===== src/rtl/pcc_pkg.sv =====
// ---------------------------------------------------------------------------
// pcc_pkg
// Shared types and constants of the polygon convexity check unit.
// ---------------------------------------------------------------------------
package pcc_pkg;

   // turns examined per vertex: the running turn and the two closing turns
   localparam int TURNS          = 3;
   localparam int DIFFS_PER_TURN = 4;

   // queue between the front and the back
   localparam int QUEUE_DEPTH = 4;
   localparam int QUEUE_PTR_W = 2;

   // sign of one cross product
   typedef enum logic [1:0] {
      TURN_NONE = 2'b00,
      TURN_POS  = 2'b01,
      TURN_NEG  = 2'b10
   } turn_type;

   // control part of one queued task
   typedef struct packed {
      logic [TURNS-1:0] turn_vld;
      logic             clear;
      logic             last;
   } task_ctl_type;

endpackage


===== src/rtl/pcc_queue.sv =====
// ---------------------------------------------------------------------------
// pcc_queue
// Short first-in first-out queue of tasks between the front and the back.
// ---------------------------------------------------------------------------
module pcc_queue #(
   parameter int DATA_W = 8
) (
   input  logic              clock,
   input  logic              reset,
   input  logic              push,
   input  logic [DATA_W-1:0] push_data,
   output logic              full,
   input  logic              pop,
   output logic              pop_valid,
   output logic [DATA_W-1:0] pop_data
);
   import pcc_pkg::*;

   localparam logic [QUEUE_PTR_W:0] DEPTH_COUNT = (QUEUE_PTR_W + 1)'(QUEUE_DEPTH);

   logic [DATA_W-1:0]      entry_ff [QUEUE_DEPTH];
   logic [QUEUE_PTR_W-1:0] wr_ptr_ff, rd_ptr_ff;
   logic [QUEUE_PTR_W:0]   count_ff, count_in;
   logic                   do_push, do_pop;

   assign full      = (count_ff == DEPTH_COUNT);
   assign pop_valid = (count_ff != '0);
   assign pop_data  = entry_ff[rd_ptr_ff];
   assign do_push   = push && !full;
   assign do_pop    = pop && pop_valid;

   // occupancy
   always_comb begin
      count_in = count_ff;
      if (do_push && !do_pop) begin
         count_in = count_ff + 1'b1;
      end else if (do_pop && !do_push) begin
         count_in = count_ff - 1'b1;
      end
   end

   // pointers and count
   always_ff @(posedge clock) begin
      if (reset) begin
         wr_ptr_ff <= '0;
         rd_ptr_ff <= '0;
         count_ff  <= '0;
      end else begin
         if (do_push) begin
            wr_ptr_ff <= wr_ptr_ff + 1'b1;
         end
         if (do_pop) begin
            rd_ptr_ff <= rd_ptr_ff + 1'b1;
         end
         count_ff <= count_in;
      end
   end

   // storage
   always_ff @(posedge clock) begin
      if (do_push) begin
         entry_ff[wr_ptr_ff] <= push_data;
      end
   end

endmodule


===== config.mk =====
export PLATFORM = sky130hd
export DESIGN_NAME = pcc_queue
export DESIGN_NICKNAME = d
export VERILOG_FILES = /design/src/rtl/pcc_pkg.sv /design/src/rtl/pcc_queue.sv
export SDC_FILE = /design/constraint.sdc
export NUM_CORES = 1
export LEC_CHECK = 0
export BUFFER_PORTS_ARGS = -buffer_cell sky130_fd_sc_hd__buf_4
export CORE_MARGIN = 5
export CORE_UTILIZATION = 59
export DETAILED_ROUTE_END_ITERATION = 8
export PLACE_DENSITY = 0.81
export SYNTH_ARGS = -nofsm -noshare
export SYNTH_HDL_FRONTEND = slang
export SYNTH_SLANG_ARGS = --single-unit

===== constraint.sdc =====
create_clock -name clock -period 4.7 [get_ports clock]
set_input_delay 0.47 -clock clock [delete_from_list [all_inputs] [get_ports clock]]
set_output_delay 0.47 -clock clock [all_outputs]
set_load 0.02 [all_outputs]

==> metrics.yaml <==
netlist_top_cells_count: "32 x edfxtp_1, 9 x dfxtp_1, 8 x mux4_2, 5 x ha_1, 5 x nor2_1"
post_cts_resized: 0
synth_fp_nets: 108
synth_most_common_cell: "edfxtp_1"
final_cells: 147
synth_edf_count: 32
antenna_found_initial: 0
root_buffer: "clkbuf_4"
ys_warn_count: 0
setup_tns_ns: 0
critPathKind: "register to primary output"
fin_skew_ns: 0.00542
drv_cap: 0
syn_inst: 90
cts_setup_buffers: 0
cts_tree: "done"
grt_pass1_wl_um: 4040
clock_path_buffers: 2
rsz0062_at_grt: "no"
fillers: 190
crit_required_ns: 4.23
p_switching_w: 0.000296
pwr-share-seq: 0.522
post-route-period-util: 0.478
cts.clk_slew.worst_paths_ns: 0.11
rr_endpoint: "count_ff[2]"
drtIter0Drc: 11
slew_headroom: 0.637
cp_data_arrival_time_ns: 1.78
synth_top_cell_area_share: 0.593
peakVddDrop_mv: 0.407
avgSynthCellArea_sq_um: 18.0
dp_hpwl_um: 1730
grt-ovfl-total: 0
crit_path_start_kind: "register"
cts_buffers: 5
diodes: 0
critPathCaptureType: "primary output"
h-tree-depth: 2
remaining_drc_errors: 0
finalCoreUtilization: 0.692
grt_max_degree: 14
first_global_vias: 891
hold_viol_final: 0
crit_end: "pop_data[0]"
placedCellCount: 139
yosysTopAreaCell: "edfxtp_1"
ant_nets: 0
p_leak_nw: 0.683
start_util: 0.604
tightest_slew_ns: 0.544
outcome: "finished, final reports clean"
power_density_mw_per_mm2: 507
netlist_area_sq_mm: 0.00162
final_cell_area_sq_mm: 0.00186
synth_flop_cell: "edfxtp_1"
io_pins: 22
viasPerCell: 5.44
worstPathMaxFanout: 8
synth_seq_cells: 41
ys_seq_area_frac: 0.704
hold_class: "input port to register"
drt_first_pass_iters: 4
synth-async-reset-ratio: 0
fin_crit_ns: 2.25
core_area_sq_mm: 0.00269
globalRouteTotalUtil: 0.137
final_max_slew_viol_count: 0
reg2reg_depth: 8
hold_buffers: 0
die_area_sq_mm: 0.00390
die_h_um: 62.4
io_buffer_count: 21
wirelength_um: 2380
wl_per_cell_um: 16.2
clkPwrFrac: 0.172
drive_gt1_frac: 0.345
r2r_setup_slack_ns: 2.57
ys_types: 20
num_vias: 799
place_area_sq_mm: 0.00181
max_freq_mhz: 445
syn2layout_area_growth_pct: 14.7
p_int_w: 0.000647
nets: 133
r2r-start: "count_ff[0]"
p_sw_frac: 0.314
die_w_um: 62.4
clock-sinks: 41
clock_latency_ns: 0.34
gp_congestion: 0.767
row_count: 19
p_comb_frac: 0.305
finalSetupViolCount: 0
synthTopCellsByArea: "edfxtp_1 59%, dfxtp_1 11%, mux4_2 11%, ha_1 3.9%, xor2_1 2.2%"
## metal layers
metal | track usage | wire [um]
met3 | 0.0396 | 99
met5 | 0 | 0
met1 | 0.149 | 1030
met4 | 0.0796 | 59
met2 | 0.234 | 1190
## state kept, by name (all words and copies together), names as in the netlist, named ones only
register,count
count_ff,3
entry_ff,32
rd_ptr_ff,2
wr_ptr_ff,2
## cell usage in the layout (no fill, tap or decap), types with 2 or more instances in the layout
| master | synthesis | routed |
|---|---|---|
| edfxtp_1 | 32 | 32 |
| buf_4 | 0 | 21 |
| dfxtp_1 | 9 | 9 |
| mux4_2 | 8 | 8 |
| nor2_1 | 5 | 5 |
| ha_1 | 5 | 5 |
| clkbuf_4 | 0 | 5 |
| inv_1 | 4 | 4 |
| and2_1 | 4 | 4 |
| xor2_1 | 4 | 4 |
| or3_1 | 3 | 3 |
| o21ai_0 | 2 | 2 |
| a21oi_1 | 2 | 2 |
| mux2i_1 | 2 | 2 |
| nand2b_1 | 2 | 2 |
| clkinv_2 | 0 | 2 |
## worst min path at each step
stage | startpoint | end | slack, ns | depth (start not counted)
4_1_cts | push_data[1] | entry_ff[2][1] | 0.31 | 1
2_1_floorplan | wr_ptr_ff[1] | wr_ptr_ff[1] | 0.48 | 2
3_3_place_gp | wr_ptr_ff[1] | wr_ptr_ff[1] | 0.51 | 2
3_5_place_dp | wr_ptr_ff[1] | wr_ptr_ff[1] | 0.51 | 2
6_report | push_data[1] | entry_ff[2][1] | 0.33 | 1
5_1_grt | push_data[3] | entry_ff[0][3] | 0.29 | 1
## per-stage QoR
step / total power (W) / hold WS, ns / setup WS, ns
finish: 0.000943 / 0.325 / 2.45
global route: 0.00101 / 0.295 / 2.28
CTS: 0.000959 / 0.307 / 2.40
detailed placement: 0.000796 / 0.514 / 2.54
global placement: 0.000783 / 0.506 / 2.63
floorplan: 0.000690 / 0.482 / 2.69
## critical path: stages, from the launching register on
cell and delay, ns:
dfxtp_1 0.68, mux4_2 0.58, buf_4 0.17
## kinds of logic (layout without fill, tap and decap cells)
| group | Yosys count | after routing | synth area share |
|---|---|---|---|
| adder cells (fa/ha/maj) | 6 | 6 | 0.0509 |
| multiplexers | 10 | 10 | 0.123 |
| flip-flops | 41 | 41 | 0.704 |
| buffers and inverters | 7 | 33 | 0.0170 |
| AND/OR/NAND/NOR | 16 | 16 | 0.0579 |
| XOR/XNOR | 4 | 4 | 0.0216 |
| AO/OA/AOI/OAI | 6 | 6 | 0.0255 |
## power groups by stage
stage	clock network, W	registers [W]	logic [W]
detailed placement	0	0.000504	0.000292
global placement	0	0.000500	0.000282
finish	0.000162	0.000493	0.000288
floorplan	0	0.000472	0.000218
CTS	0.000170	0.000495	0.000294
global route	0.000189	0.000504	0.000315
## area by class of cell
class,instances,area (sq um),share of cell area
clock buffer,5,37.5,0.0202
clock inverter,3,16.3,0.00875
inverter,4,15.0,0.00808
multi-input combinational,42,453,0.244
sequential,41,1140,0.614
tap,31,38.8,0.0209
timing repair buffer,21,158,0.0848
No activity file was read; power rests on OpenSTA's default activity.
