[src/rtl/pcc_pkg.sv]
// ---------------------------------------------------------------------------
// pcc_pkg
// Shared types and constants of the polygon convexity check unit.
// ---------------------------------------------------------------------------
package pcc_pkg;

   // turns examined per vertex: the running turn and the two closing turns
   localparam int TURNS          = 3;
   localparam int DIFFS_PER_TURN = 4;

   // queue between the front and the back
   localparam int QUEUE_DEPTH = 4;
   localparam int QUEUE_PTR_W = 2;

   // sign of one cross product
   typedef enum logic [1:0] {
      TURN_NONE = 2'b00,
      TURN_POS  = 2'b01,
      TURN_NEG  = 2'b10
   } turn_type;

   // control part of one queued task
   typedef struct packed {
      logic [TURNS-1:0] turn_vld;
      logic             clear;
      logic             last;
   } task_ctl_type;

endpackage

[src/rtl/pcc_front.sv]
// ---------------------------------------------------------------------------
// pcc_front
// Accepts vertices, keeps the vertex history and turns each vertex into a
// task: edge differences of the triples to test and the duplicate checks.
// ---------------------------------------------------------------------------
module pcc_front #(
   parameter int COORD_WIDTH = 31
) (
   input  logic                                   clock,
   input  logic                                   reset,
   input  logic                                   req_valid,
   output logic                                   req_stall,
   input  logic signed [COORD_WIDTH-1:0]          req_vertex_x,
   input  logic signed [COORD_WIDTH-1:0]          req_vertex_y,
   input  logic                                   req_last_vertex,
   input  logic                                   queue_full,
   output logic                                   task_push,
   output pcc_pkg::task_ctl_type                  task_ctl,
   output logic [pcc_pkg::TURNS-1:0][pcc_pkg::DIFFS_PER_TURN-1:0][COORD_WIDTH:0] task_diff
);
   import pcc_pkg::*;

   localparam int W  = COORD_WIDTH;
   localparam int DW = COORD_WIDTH + 1;

   localparam logic [1:0] PTS_NONE = 2'd0;
   localparam logic [1:0] PTS_ONE  = 2'd1;
   localparam logic [1:0] PTS_TWO  = 2'd2;
   localparam logic [1:0] PTS_MANY = 2'd3;

   logic [1:0]   points_ff, points_in;
   logic [W-1:0] first_x_ff, first_y_ff, second_x_ff, second_y_ff;
   logic [W-1:0] older_x_ff, older_y_ff, newer_x_ff, newer_y_ff;
   logic [W-1:0] first_x_in, first_y_in, second_x_in, second_y_in;
   logic [W-1:0] older_x_in, older_y_in, newer_x_in, newer_y_in;
   logic [W-1:0] cur_x, cur_y;

   // edge vectors (n - o) and (c - o), sign-extended by one bit
   function automatic logic [DIFFS_PER_TURN-1:0][DW-1:0] triple_diff(
      input logic [W-1:0] ox, input logic [W-1:0] oy,
      input logic [W-1:0] nx, input logic [W-1:0] ny,
      input logic [W-1:0] cx, input logic [W-1:0] cy);
      logic [DIFFS_PER_TURN-1:0][DW-1:0] d;
      d[0] = {nx[W-1], nx} - {ox[W-1], ox};
      d[1] = {ny[W-1], ny} - {oy[W-1], oy};
      d[2] = {cx[W-1], cx} - {ox[W-1], ox};
      d[3] = {cy[W-1], cy} - {oy[W-1], oy};
      return d;
   endfunction

   assign cur_x     = req_vertex_x;
   assign cur_y     = req_vertex_y;
   assign req_stall = queue_full;
   assign task_push = req_valid && !queue_full;

   // classify the vertex and work out the next history
   always_comb begin
      first_x_in  = first_x_ff;
      first_y_in  = first_y_ff;
      second_x_in = second_x_ff;
      second_y_in = second_y_ff;
      older_x_in  = older_x_ff;
      older_y_in  = older_y_ff;
      newer_x_in  = newer_x_ff;
      newer_y_in  = newer_y_ff;
      points_in   = points_ff;
      task_ctl    = '0;
      task_diff   = '0;
      task_ctl.last = req_last_vertex;

      case (points_ff)
         PTS_NONE: begin
            first_x_in = cur_x;
            first_y_in = cur_y;
            newer_x_in = cur_x;
            newer_y_in = cur_y;
            points_in  = PTS_ONE;
         end
         PTS_ONE: begin
            second_x_in    = cur_x;
            second_y_in    = cur_y;
            task_ctl.clear = (cur_x == first_x_ff) && (cur_y == first_y_ff);
            older_x_in     = first_x_ff;
            older_y_in     = first_y_ff;
            newer_x_in     = cur_x;
            newer_y_in     = cur_y;
            points_in      = PTS_TWO;
         end
         default: begin
            task_ctl.clear       = (cur_x == newer_x_ff) && (cur_y == newer_y_ff);
            task_ctl.turn_vld[0] = 1'b1;
            task_diff[0] = triple_diff(older_x_ff, older_y_ff, newer_x_ff, newer_y_ff,
                                       cur_x, cur_y);
            older_x_in = newer_x_ff;
            older_y_in = newer_y_ff;
            newer_x_in = cur_x;
            newer_y_in = cur_y;
            points_in  = PTS_MANY;
         end
      endcase

      // closing turns back to the first and second vertices
      if (req_last_vertex && (points_ff inside {PTS_TWO, PTS_MANY})) begin
         task_ctl.turn_vld[1] = 1'b1;
         task_ctl.turn_vld[2] = 1'b1;
         task_diff[1] = triple_diff(newer_x_ff, newer_y_ff, cur_x, cur_y,
                                    first_x_ff, first_y_ff);
         task_diff[2] = triple_diff(cur_x, cur_y, first_x_ff, first_y_ff,
                                    second_x_ff, second_y_ff);
         if ((first_x_ff == cur_x) && (first_y_ff == cur_y)) begin
            task_ctl.clear = 1'b1;
         end
         if ((second_x_ff == first_x_ff) && (second_y_ff == first_y_ff)) begin
            task_ctl.clear = 1'b1;
         end
      end

      if (req_last_vertex) begin
         points_in = PTS_NONE;
      end
   end

   // vertex count
   always_ff @(posedge clock) begin
      if (reset) begin
         points_ff <= PTS_NONE;
      end else if (task_push) begin
         points_ff <= points_in;
      end
   end

   // vertex history
   always_ff @(posedge clock) begin
      if (task_push) begin
         first_x_ff  <= first_x_in;
         first_y_ff  <= first_y_in;
         second_x_ff <= second_x_in;
         second_y_ff <= second_y_in;
         older_x_ff  <= older_x_in;
         older_y_ff  <= older_y_in;
         newer_x_ff  <= newer_x_in;
         newer_y_ff  <= newer_y_in;
      end
   end

endmodule

[config.mk]
export PLATFORM = sky130hd
export DESIGN_NAME = pcc_front
export DESIGN_NICKNAME = d
export VERILOG_FILES = /design/src/rtl/pcc_pkg.sv /design/src/rtl/pcc_front.sv
export SDC_FILE = /design/constraint.sdc
export NUM_CORES = 1
export LEC_CHECK = 0
export ABC_AREA = 1
export BUFFER_PORTS_ARGS = -buffer_cell sky130_fd_sc_hd__buf_2
export CAP_MARGIN = 20
export CORE_ASPECT_RATIO = 1.25
export CORE_UTILIZATION = 26
export DETAILED_ROUTE_END_ITERATION = 8
export PLACE_DENSITY = 0.52
export SYNTH_ARGS = -nofsm -noshare
export SYNTH_HDL_FRONTEND = slang
export SYNTH_SLANG_ARGS = --single-unit
[constraint.sdc]
create_clock -name clock -period 11.6 [get_ports clock]
set_input_delay 1.74 -clock clock [delete_from_list [all_inputs] [get_ports clock]]
set_output_delay 1.74 -clock clock [all_outputs]
set_load 0.01 [all_outputs]
==> summary.md <==
| Metric | Value |
|---|---|
| IO buf count | 457 |
| Layout area overhead | 14.7% |
| Worst path arrival time | approximately 4.7 ns |
| Synth area leader | nand2_1 |
| First-pass GRT wire length | around 270000 um |
| Vias in the first global route | 39252 |
| Detailed Place HPWL | about 170000 um |
| Critical path peak fanout | about 110 |
| Crit end category | output port |
| Critical path's largest stage delay | 0.82 ns |
| Synth unique cells | 34 |
| CTS tree | done |
| Number of synthesized flops with an enable pin | between 200 and 250 |
| Seq/Total Area, Yosys | 0.201 |
| Residual DRC | 0 |
| Synth area leaders | nand2_1 (23%), edfxtp_1 (20%), ha_1 (13%) |
| Worst-Skew Late Latency | approximately 0.6 ns |
| Routed length per instance | 21.8 um |
| Sw Share | 0.415 |
| Layout cells sized above 1 | 0.0872 |
| Peak Freq | between 0.15 and 0.2 GHz |
| Relative slew slack | 0.300 |
| Die Ht | 425 um |
| Vias per cell | ~4.8 |
| Die width | 340 um |
| Asr flop ratio synth | 0 |
| Starting Density | 0.263 |
| Ys flop type | edfxtp_1 |
| ANT nets after route | 0 |
| Part of the power in registers | 0.324 |
| Worst slew pin tran | around 1.0 ns |
| Root Buffer | clkbuf_16 |
| Final setup violation count | 0 |
| Largest net degree at the start of global routing | about 120 |
| Crit path max-delay cell type | buf_4 |
| Most frequent cells in the layout | nand2_1 (2261), inv_1 (1261), nor2_1 (892) |
| Outcome | complete, no violations |
| Area of the multi-input gates | between 20000 and 25000 sq um |
| GR Overflow Total | 0 |
| Clock slew at reported path FFs | 0.06 ns |
| Internal | 1.97 mW |
| Leak | 24.3 nW |
| Initial antenna violation count | 19 |
| # Post-CTS Setup Buffers | 0 |
| Ys Warns | 0 |
| Synth Cell Area | approximately 37000 sq um |
| Most common cell after layout, fill and taps aside | nand2_1 |
| Max-slew violation count | 0 |
| Syn nets | ~7000 |
| Power per cell area | between 70 and 80 nW/um^2 |
| Gpl congestion | roughly 1 |
| Clock Tree Buf Depth | 3 |
| GRT Util Overall | 0.258 |
| Final period util | 0.551 |
| CTS Buf Count | 29 |
| Maximum VDD drop | 0.0000997 V |
| Drt first pass iters | 6 |
| Clk pwr share | 0.289 |
| H-tree Lvls | 1 |
| Row Count | around 150 |
| Gate power share | 0.387 |
| CP required | 9.86 ns |
| Mean Syn Cell Area | approximately 5.7 sq um |
| Drt total wl | roughly 190000 um |
| Core footprint | ~140000 sq um |
| RSZ-0062 raised after global routing | false |
| DR vias | between 40000 and 50000 |
| P_sw | approximately 1.4 mW |
| Finished Core Util | 0.301 |
| Post-CTS Hold Buffers | 0 |
| Final Hold Viols | 0 |
| Final TNS setup | 0 ns |
| Max Cap Violations | 0 |
| Most used cell, CP | buf_2 |
| Io pins | between 400 and 500 |
| Critical path launch point type | primary input |
| FF+latch area | roughly 7500 sq um |
| HP Class | flop to flop |
| Synthesized flop and latch total | 250 |
| Critical-path cell list | buf_2 -> nand2_4 -> inv_6 -> buf_4 -> o21ai_0 -> a21oi_1 -> buf_2 |
| Layout Skew | roughly 0.035 ns |
| Clock Sinks | 250 |
| NumNets Final | roughly 7500 |
| Critical path class | primary input to output port |
| Fill cell count | about 16000 |
| Die area | approximately 140000 sq um |
| Starting DRT DRC Count | about 3400 |
| Gate Count Post-Synth | between 6000 and 7000 |
| Min Tclk post-route | about 6.4 ns |
| Post-CTS sizing | 0 |
| Yosys top cell area share | 0.228 |
-- per-layer routing --
metal  GRT usage  share of wire  up-vias
met1       0.297           0.39    19119
met3      0.0353          0.058      336
met4       0.138          0.064       14
met2       0.460           0.49     1465
met5           0        0.00048        -
li1            -              -    21440
-- final timing paths --
check                  start              to  slack, ns  cells past startpoint
max          req_last_vertex  task_diff[268]       5.21                      7
min             points_ff[0]    points_ff[0]       0.54                      2
max reg2reg     points_ff[1]  older_y_ff[25]       8.53                      4
min reg2reg     points_ff[0]    points_ff[0]       0.54                      2
-- cell usage after synthesis (4+ instances only) --
master	count
nand2_1	2261
nand2_2	48
fa_1	12
inv_1	1261
buf_4	4
nor3_1	31
buf_2	27
o21ai_2	7
edfxtp_1	248
o21ai_1	6
a21oi_1	563
nor3_2	4
nand4_1	52
nand3_2	11
nand3b_1	6
nand3_1	279
clkbuf_1	25
o21bai_1	40
nor2_1	896
o21ai_0	317
nor2_2	17
xnor2_1	43
ha_1	384
and2_1	4
-- flip-flops by register name, summed over array words and instances (netlist names) --
name	cells
older_y_ff	31
first_x_ff	31
newer_x_ff	31
second_x_ff	31
older_x_ff	31
points_ff	2
second_y_ff	31
newer_y_ff	31
first_y_ff	31
-- logic make-up after synthesis --
| kind of cell | Yosys count | share of synthesized area |
|---|---|---|
| AOI/OAI and AO/OA | 934 | 0.129 |
| buffers and inverters | 1323 | 0.135 |
| DFF | 250 | 0.201 |
| adders and majority gates | 396 | 0.136 |
| and+or+nand+nor | 3615 | 0.388 |
| xor gates and xnor gates | 43 | 0.0101 |
-- worst max-delay path: cells and delay by family --
family          cells  cell delay [ns]
simple gates        1             0.23
buf+inv             4             1.96
compound gates      2             0.46
-- layout make-up --
cell class	count	area share
antenna	5	0.000294
clock buffer	31	0.0172
clock inverter	20	0.00552
inverter	1264	0.111
multi-input combinational	4988	0.579
sequential	250	0.176
tap	1872	0.0550
timing repair buffer	466	0.0558
-- power by group through the flow --
stage	clock (mW)	sequential (mW)	combinational [mW]
floorplan	0	1.07	0.835
global placement	0	1.11	1.29
detailed placement	0	1.11	1.28
CTS	0.978	1.09	1.29
global route	1.01	1.09	1.44
finish	0.973	1.09	1.30
-- metrics by stage --
stage	total power, mW	setup WS, ns	hold WS (ns)	cell area [sq um]	cells
after detailed placement	2.39	5.20	0.518	41600	8839
final	3.36	5.21	0.536	42600	8896
after floorplan	1.91	3.29	0.464	37200	6561
after CTS	3.36	5.20	0.527	42600	8890
after global placement	2.40	5.24	0.508	41600	8839
after global routing	3.54	4.91	0.596	42600	8892
Note: power is estimated with default switching activity, not from simulation.
